[src/double_ended_queue_assert.svh]
// Assertion macros shared by the deque RTL.
// Every macro samples on clk_i and is quiet while rst_ni is low.
`ifndef DOUBLE_ENDED_QUEUE_ASSERT_SVH
`define DOUBLE_ENDED_QUEUE_ASSERT_SVH

`ifndef SYNTH

// Property checked on every edge outside reset.
`define DQ_ASSERT(lbl, prop, msg) \
  lbl: assert property (@(posedge clk_i) disable iff (!rst_ni) (prop)) else $error(msg);

// Implication checked on every edge outside reset.
`define DQ_ASSERT_IMP(lbl, ante, cons, msg) \
  lbl: assert property (@(posedge clk_i) disable iff (!rst_ni) (ante) |=> (cons)) \
    else $error(msg);

`else

`define DQ_ASSERT(lbl, prop, msg)
`define DQ_ASSERT_IMP(lbl, ante, cons, msg)

`endif

`endif

[src/dq_pkg.sv]
`default_nettype none

package dq_pkg;

  // Storage geometry
  localparam int DEPTH = 64;
  localparam int PTR_W = $clog2(DEPTH);
  localparam int CNT_W = $clog2(DEPTH + 1);
  localparam int SUM_W = CNT_W + 1;

  // Fixed field widths
  localparam int DATA_W      = 32;
  localparam int REQ_W       = 2;
  localparam int COUNT_OUT_W = 7;
  localparam int STATUS_W    = 2;

  // Request codes
  typedef enum logic [REQ_W-1:0] {
    REQ_PUSH_FRONT = 2'd0,
    REQ_PUSH_BACK  = 2'd1,
    REQ_POP_FRONT  = 2'd2,
    REQ_POP_BACK   = 2'd3
  } req_e;

  // Result status codes
  typedef enum logic [STATUS_W-1:0] {
    STAT_OK        = 2'd0,
    STAT_POP_EMPTY = 2'd1,
    STAT_PUSH_FULL = 2'd2
  } status_e;

  // Controller states
  typedef enum logic [1:0] {
    S_IDLE,
    S_READ,
    S_RESULT
  } state_e;

  // Commands from controller to datapath
  typedef struct packed {
    logic exec;  // apply the request on the inputs
    logic read;  // fetch front and back words
  } dq_cmd_t;

  // Slot index base + off, modulo DEPTH; off must stay below DEPTH
  function automatic logic [PTR_W-1:0] wrap_add(logic [PTR_W-1:0] base,
                                                logic [CNT_W-1:0] off);
    logic [SUM_W-1:0] sum;
    sum = SUM_W'(base) + SUM_W'(off);
    if (sum >= SUM_W'(DEPTH)) begin
      sum = sum - SUM_W'(DEPTH);
    end
    return sum[PTR_W-1:0];
  endfunction

endpackage

`default_nettype wire

[src/dq_datapath.sv]
`default_nettype none

`include "double_ended_queue_assert.svh"

module dq_datapath (
  input  wire logic                                  clk_i,
  input  wire logic                                  rst_ni,
  input  wire dq_pkg::dq_cmd_t                       cmd_i,
  input  wire logic [dq_pkg::REQ_W-1:0]              req_type_i,
  input  wire logic signed [dq_pkg::DATA_W-1:0]      push_value_i,
  output logic signed [dq_pkg::DATA_W-1:0]           front_value_o,
  output logic signed [dq_pkg::DATA_W-1:0]           back_value_o,
  output logic [dq_pkg::COUNT_OUT_W-1:0]             entry_count_o,
  output logic                                       is_empty_o,
  output logic [dq_pkg::STATUS_W-1:0]                status_o
);

  // Pointer, count and status registers
  logic [dq_pkg::PTR_W-1:0] head_q, head_d;
  logic [dq_pkg::CNT_W-1:0] count_q, count_d;
  dq_pkg::status_e          status_q, status_d;

  // Entry store and registered read data
  logic [dq_pkg::DATA_W-1:0] mem_q [dq_pkg::DEPTH];
  logic [dq_pkg::DATA_W-1:0] rd_front_q, rd_back_q;

  logic                      wr_en;
  logic [dq_pkg::PTR_W-1:0]  wr_addr;
  logic [dq_pkg::PTR_W-1:0]  head_dec;
  logic [dq_pkg::PTR_W-1:0]  back_addr;
  logic [dq_pkg::CNT_W-1:0]  back_off;
  logic                      is_full;
  logic                      count_zero;
  logic                      req_push;
  dq_pkg::req_e              req;

  assign req        = dq_pkg::req_e'(req_type_i);
  assign req_push   = (req == dq_pkg::REQ_PUSH_FRONT) || (req == dq_pkg::REQ_PUSH_BACK);
  assign is_full    = (count_q == dq_pkg::CNT_W'(dq_pkg::DEPTH));
  assign count_zero = (count_q == '0);
  assign head_dec   = (head_q == '0) ? dq_pkg::PTR_W'(dq_pkg::DEPTH - 1)
                                     : head_q - dq_pkg::PTR_W'(1);

  // Request execution: pointer update and store write
  always_comb begin
    head_d   = head_q;
    count_d  = count_q;
    status_d = status_q;
    wr_en    = 1'b0;
    wr_addr  = head_q;
    if (cmd_i.exec) begin
      status_d = dq_pkg::STAT_OK;
      case (req)
        dq_pkg::REQ_PUSH_FRONT: begin
          if (is_full) begin
            status_d = dq_pkg::STAT_PUSH_FULL;
          end else begin
            head_d  = head_dec;
            wr_en   = 1'b1;
            wr_addr = head_dec;
            count_d = count_q + dq_pkg::CNT_W'(1);
          end
        end
        dq_pkg::REQ_PUSH_BACK: begin
          if (is_full) begin
            status_d = dq_pkg::STAT_PUSH_FULL;
          end else begin
            wr_en   = 1'b1;
            wr_addr = dq_pkg::wrap_add(head_q, count_q);
            count_d = count_q + dq_pkg::CNT_W'(1);
          end
        end
        dq_pkg::REQ_POP_FRONT: begin
          if (count_zero) begin
            status_d = dq_pkg::STAT_POP_EMPTY;
          end else begin
            head_d  = dq_pkg::wrap_add(head_q, dq_pkg::CNT_W'(1));
            count_d = count_q - dq_pkg::CNT_W'(1);
          end
        end
        dq_pkg::REQ_POP_BACK: begin
          if (count_zero) begin
            status_d = dq_pkg::STAT_POP_EMPTY;
          end else begin
            count_d = count_q - dq_pkg::CNT_W'(1);
          end
        end
        default: begin
          status_d = dq_pkg::STAT_OK;
        end
      endcase
    end
  end

  always_ff @(posedge clk_i or negedge rst_ni) begin
    if (!rst_ni) begin
      head_q   <= '0;
      count_q  <= '0;
      status_q <= dq_pkg::STAT_OK;
    end else begin
      head_q   <= head_d;
      count_q  <= count_d;
      status_q <= status_d;
    end
  end

  // Back slot sits count-1 past the head
  assign back_off  = count_zero ? '0 : count_q - dq_pkg::CNT_W'(1);
  assign back_addr = dq_pkg::wrap_add(head_q, back_off);

  // Store: one write port, two registered read ports
  always_ff @(posedge clk_i) begin
    if (wr_en) begin
      mem_q[wr_addr] <= push_value_i;
    end
    if (cmd_i.read) begin
      rd_front_q <= mem_q[head_q];
      rd_back_q  <= mem_q[back_addr];
    end
  end

  // Result fields; empty reads as zero
  assign front_value_o = count_zero ? '0 : rd_front_q;
  assign back_value_o  = count_zero ? '0 : rd_back_q;
  assign entry_count_o = dq_pkg::COUNT_OUT_W'(count_q);
  assign is_empty_o    = count_zero;
  assign status_o      = dq_pkg::STATUS_W'(status_q);

  `DQ_ASSERT(a_count_bound, count_q <= dq_pkg::CNT_W'(dq_pkg::DEPTH), "count above depth")
  `DQ_ASSERT_IMP(a_full_drop, cmd_i.exec && req_push && is_full,
                 $stable(count_q) && $stable(head_q) && status_q == dq_pkg::STAT_PUSH_FULL,
                 "push to full changed state")
  `DQ_ASSERT_IMP(a_empty_pop, cmd_i.exec && !req_push && count_zero,
                 count_q == '0 && status_q == dq_pkg::STAT_POP_EMPTY,
                 "pop from empty mishandled")

endmodule

`default_nettype wire

[src/dq_ctrl.sv]
`default_nettype none

`include "double_ended_queue_assert.svh"

module dq_ctrl (
  input  wire logic       clk_i,
  input  wire logic       rst_ni,
  input  wire logic       in_valid_i,
  output logic            in_stall_o,
  output logic            out_valid_o,
  input  wire logic       out_stall_i,
  output dq_pkg::dq_cmd_t cmd_o
);

  dq_pkg::state_e state_q, state_d;

  always_ff @(posedge clk_i or negedge rst_ni) begin
    if (!rst_ni) begin
      state_q <= dq_pkg::S_IDLE;
    end else begin
      state_q <= state_d;
    end
  end

  // Sequence: execute on accept, read store, hold result until transfer
  always_comb begin
    state_d     = state_q;
    in_stall_o  = 1'b1;
    out_valid_o = 1'b0;
    cmd_o       = '0;
    case (state_q)
      dq_pkg::S_IDLE: begin
        in_stall_o = 1'b0;
        if (in_valid_i) begin
          cmd_o.exec = 1'b1;
          state_d    = dq_pkg::S_READ;
        end
      end
      dq_pkg::S_READ: begin
        cmd_o.read = 1'b1;
        state_d    = dq_pkg::S_RESULT;
      end
      dq_pkg::S_RESULT: begin
        out_valid_o = 1'b1;
        if (!out_stall_i) begin
          state_d = dq_pkg::S_IDLE;
        end
      end
      default: begin
        state_d = dq_pkg::S_IDLE;
      end
    endcase
  end

  `DQ_ASSERT_IMP(a_exec_read, cmd_o.exec, cmd_o.read, "read does not follow execute")
  `DQ_ASSERT_IMP(a_read_result, cmd_o.read, out_valid_o, "result does not follow read")
  `DQ_ASSERT(a_one_item, !(out_valid_o && !in_stall_o), "input open while result pending")

endmodule

`default_nettype wire

[src/double_ended_queue.sv]
// Channel  Handshake                 Payload
// input    in_valid_i / in_stall_o   req_type_i, push_value_i
// output   out_valid_o / out_stall_i front_value_o, back_value_o, entry_count_o,
//                                    is_empty_o, status_o
//
// One request at a time, in the steps execute on transfer, store read and
// result; the store read is the registered two-port read of the entry store
// that follows the write.
// Output stalls hold the result and keep the input stalled.
// Reset clears head, count and status; the store needs no clearing.
`default_nettype none

module double_ended_queue (
  input  wire logic                              clk_i,
  input  wire logic                              rst_ni,
  input  wire logic                              in_valid_i,
  output logic                                   in_stall_o,
  input  wire logic [dq_pkg::REQ_W-1:0]          req_type_i,
  input  wire logic signed [dq_pkg::DATA_W-1:0]  push_value_i,
  output logic                                   out_valid_o,
  input  wire logic                              out_stall_i,
  output logic signed [dq_pkg::DATA_W-1:0]       front_value_o,
  output logic signed [dq_pkg::DATA_W-1:0]       back_value_o,
  output logic [dq_pkg::COUNT_OUT_W-1:0]         entry_count_o,
  output logic                                   is_empty_o,
  output logic [dq_pkg::STATUS_W-1:0]            status_o
);

  dq_pkg::dq_cmd_t cmd;

  dq_ctrl u_ctrl (
    .clk_i       (clk_i),
    .rst_ni      (rst_ni),
    .in_valid_i  (in_valid_i),
    .in_stall_o  (in_stall_o),
    .out_valid_o (out_valid_o),
    .out_stall_i (out_stall_i),
    .cmd_o       (cmd)
  );

  dq_datapath u_datapath (
    .clk_i         (clk_i),
    .rst_ni        (rst_ni),
    .cmd_i         (cmd),
    .req_type_i    (req_type_i),
    .push_value_i  (push_value_i),
    .front_value_o (front_value_o),
    .back_value_o  (back_value_o),
    .entry_count_o (entry_count_o),
    .is_empty_o    (is_empty_o),
    .status_o      (status_o)
  );

endmodule

`default_nettype wire
[config.mk]
export PLATFORM = sky130hd
export DESIGN_NAME = double_ended_queue
export DESIGN_NICKNAME = d
export VERILOG_FILES = /design/src/dq_pkg.sv /design/src/dq_datapath.sv /design/src/dq_ctrl.sv /design/src/double_ended_queue.sv
export VERILOG_INCLUDE_DIRS = /design/src /design/src/src
export SDC_FILE = /design/constraint.sdc
export NUM_CORES = 2
export LEC_CHECK = 0
export BUFFER_PORTS_ARGS = -buffer_cell sky130_fd_sc_hd__buf_4
export CORE_MARGIN = 8
export CORE_UTILIZATION = 63
export CTS_BUF_LIST = sky130_fd_sc_hd__clkbuf_8 sky130_fd_sc_hd__clkbuf_16
export DETAILED_ROUTE_END_ITERATION = 8
export PLACE_DENSITY_LB_ADDON = 0.15
export SETUP_SLACK_MARGIN = 0.2
export SYNTH_ARGS = -nofsm -noshare
export SYNTH_HDL_FRONTEND = slang
export SYNTH_HIERARCHICAL = 1
export SYNTH_SLANG_ARGS = --single-unit
[constraint.sdc]
create_clock -name clk_i -period 7.3 [get_ports clk_i]
set_input_delay 0.365 -clock clk_i [delete_from_list [all_inputs] [get_ports clk_i]]
set_output_delay 0.365 -clock clk_i [all_outputs]
set_load 0.005 [all_outputs]
==> summary.md <==
The tree is rooted in a sky130_fd_sc_hd__clkbuf_16. The run gives 0 as the count of maximum capacitance violations. After routing the design area is 110000 sq um.

The floorplan step defined a die boundary enclosing 169000 sq um. At the later pin of the worst-skew pair, clock insertion delay measures 0.85 ns. In this run the top signal layer used is met5. STA puts the critical path data arrival time at 6.42 ns. The detailed-routed wire length on met2 was 136000 um; the number of placement rows was 145.

The final weighted congestion in routability-driven placement is 0.874, and the TritonCTS sink count is 2129. In the detailed route, the total length drawn on met3 is 47300 um. The critical path endpoint category is a flop.

The number of buffers added on ports is 113, and the number of warnings printed during yosys synthesis is 6. The post-cts hold buffer count was 14. The worst setup path endpoint is u_datapath/rd_back_q[28]. The clock arrives with 0.0240 ns of skew. The area of the core region came out at 156000 sq um.

Walking the worst path, the cells encountered are inv_1 > ha_1 > nand2b_1 > nor3_4 > nor2_1 > ha_4 > fa_4 > xor2_4 > buf_4 > buf_4 > mux2i_1 > a32oi_1 > o221ai_1 > mux2i_1. The initial standard-cell utilization of the core was 0.633. The tools report the post-cts repair resize count as 0. The HPWL reported at the end of detailed placement is 171000 um, and the global router's overall resource usage is 0.359. The number of antenna violations at the first check in global routing was 23. Buffers inserted during clock tree synthesis total 210.

After global routing the overflow that remains totals 0. The via count of the first global-routing pass came out at 56.5k. Counting instances in the post-synthesis netlist gives the leading cell types as sky130_fd_sc_hd__edfxtp_1, sky130_fd_sc_hd__mux4_2, sky130_fd_sc_hd__nand2_1. The count of final setup violators was 0; the max-slew violation total from the final report was 0. The mean number of vias per cell was 7.79.

After layout, the minimum clock period comes to 5.74 ns. The highest-delay cell along the critical path was sky130_fd_sc_hd__xor2_4. In this run the post-CTS setup repair buffer count came out at 0.

The fraction of layout instances using a drive strength above 1 came out at 0.358. The tools report the unique cell type count in the Yosys netlist as 65. The net count reported at finish was 5107; the hold violation total from the final report was 0.

For this block, the initial DRC count from the detailed router was 9133. The number of detailed-routing iterations run before antenna repair was 7; the register-to-register path setup slack was 1.56 ns. Relative to the synthesized area, the layout overhead comes to 11.6%.

By area the synthesized netlist is led by sky130_fd_sc_hd__edfxtp_1, sky130_fd_sc_hd__mux4_2, sky130_fd_sc_hd__nand2_1. In this run the vertical extent of the chip is 411 um. At the pin with the least slew margin, the transition time is 1.35 ns. Measured along the x axis, the die boundary spans 411 um. The area share of the largest cell type after synthesis is 0.644. For this run, the leading register cell type out of synthesis is sky130_fd_sc_hd__edfxtp_1. After detailed routing, the number of remaining DRC violations is 0. The number of instances in the synthesized netlist was 4886. The worst hold margin was 0.0361 ns. TritonCTS built the clock tree. The summed negative setup slack over all endpoints is 0 ns, and the clock slew seen by the registers of the worst setup and hold paths is 0.06 ns. The total nets after synthesis was 4941.

Yosys mapped a number of flops with a built-in enable equal to 2112. Entering global routing, the biggest net connects 150 pins. The logs give 1.56 ns for the least setup slack across all paths after layout and 425000 um for the first-pass GRT wire length.

The CTS H-tree depth is 4. The maximum fanout count along the critical path was 34. The critical path is of the flop to flop type. After detailed placement, the total cell area comes to 103000 sq um.

The most critical setup path has its startpoint at u_datapath/entry_count_o[1]. Dividing the detail-routed wire length by the instance count gives 41.4 um. The largest single stage delay on the critical path is 0.93 ns. For this design the top-level I/O count stands at 114. The kind of path behind the tightest hold check is input pin to flop. The mean area per synthesized cell is 20.2 sq um, and the critical path required time is 7.98 ns. The share of the clock period used by the worst path works out to 0.786. The origin of the critical flop-to-flop path is u_datapath/entry_count_o[1]. Post-synthesis register bit count: 2129.

The library cell with the highest instance count after synthesis was sky130_fd_sc_hd__edfxtp_1. The combined area of all synthesized cells is 98500 sq um, and the tightest slew margin relative to the limit is 0.0936. STA classifies the critical path startpoint as a flop. The worst slack at placement is 1.74 ns. No sink is reached through more buffers than the 3 on the longest clock path. For the sequential cell area fraction in the yosys report, the log shows 0.648. Async set or reset register ratio after synthesis: 0.00798. Setup repair after global routing left no endpoint under its margin. The largest area contributor in the synthesized netlist was sky130_fd_sc_hd__edfxtp_1. In this run the critical register-to-register path is captured at u_datapath/rd_back_q[28].

The total number of vias was 57.0k. The run gives 0 as the number of nets with antenna violations after routing. Timing would allow up to 0.174 GHz. The flow ran to the end, and the final reports show no timing, DRC or antenna violations.

The final layout contains routed wiring with a total length of 303000 um. The worst reg-to-reg path cell count works out to 14. Detailed-route wire length on metal 1: 101000 um.
worst min-delay path by stage:
stage	from	to	slack, ns	cells after the start
2_1_floorplan	rst_ni	u_ctrl/state_q[0]	0.07	0
3_3_place_gp	rst_ni	u_ctrl/state_q[0]	0.25	1
3_5_place_dp	rst_ni	u_ctrl/state_q[0]	0.25	1
4_1_cts	push_value_i[2]	u_datapath/mem_q[7][2]	0.0003	1
5_1_grt	push_value_i[2]	u_datapath/mem_q[7][2]	0.03	1
6_report	push_value_i[2]	u_datapath/mem_q[7][2]	0.04	1
layer usage:
metal / up-vias / track usage
met5: - / 0
met4: 18 / 0.175
met3: 972 / 0.120
met2: 4807 / 0.529
met1: 29800 / 0.489
li1: 21400 / -
critical path, delay by kind of cell (launching register included):
kind / cells / cell delay [ns]
and+or+nand+nor: 3 / 1.13
muxes: 2 / 0.36
DFF: 1 / 0.46
adders and majority gates: 3 / 1.02
xor gates and xnor gates: 1 / 0.93
buffers and inverters: 3 / 1.11
AOI/OAI and AO/OA: 2 / 0.49
cell type report:
class | instances | area (sq um)
antenna | 15 | 37.5
clock buffer | 218 | 5430
clock inverter | 176 | 1480
fill | 9282 | 45800
inverter | 14 | 52.6
multi-input combinational | 2355 | 33500
sequential | 2129 | 63900
tap | 2058 | 2570
timing repair buffer | 342 | 2930
cell usage in the layout (no fill, tap or decap), types with 58 or more instances in the layout:
master and instances:
sky130_fd_sc_hd__mux2i_1 108, sky130_fd_sc_hd__clkbuf_16 216, sky130_fd_sc_hd__nor2_1 215, sky130_fd_sc_hd__nand2_1 365, sky130_fd_sc_hd__mux4_2 1152, sky130_fd_sc_hd__buf_4 302, sky130_fd_sc_hd__edfxtp_1 2112, sky130_fd_sc_hd__inv_1 58
sky130_fd_sc_hd__o221ai_1 65, sky130_fd_sc_hd__nor2b_1 70, sky130_fd_sc_hd__a32oi_1 67
flip-flops by register name, summed over array words and instances, names as in the netlist:
signal	flops
u_datapath/entry_count_o	7
u_ctrl/state_q	2
u_datapath/mem_q	2048
u_datapath/rd_front_q	32
u_datapath/head_q	6
u_datapath/rd_back_q	32
u_datapath/status_o	2
logic make-up (layout without fill, tap and decap cells):
group,Yosys count,after routing,synth area share
AOI/OAI and AO/OA,267,267,0.0214
xor gates and xnor gates,15,15,0.00133
adders and majority gates,17,17,0.00231
buffers and inverters,402,750,0.0168
DFF,2129,2129,0.648
muxes,1260,1260,0.274
other,0,15,0
and+or+nand+nor,796,796,0.0356
metrics by stage:
stage | utilization | cells
detailed placement | 0.660 | 6884
floorplan | - | 4886
finish | 0.706 | 7307
global route | 0.706 | 7295
CTS | 0.706 | 7292
global placement | 0.660 | 6884
Power is left out: the tool's default activity adds up to more than one toggle a clock period on the data nets, which glitch-free logic cannot reach.
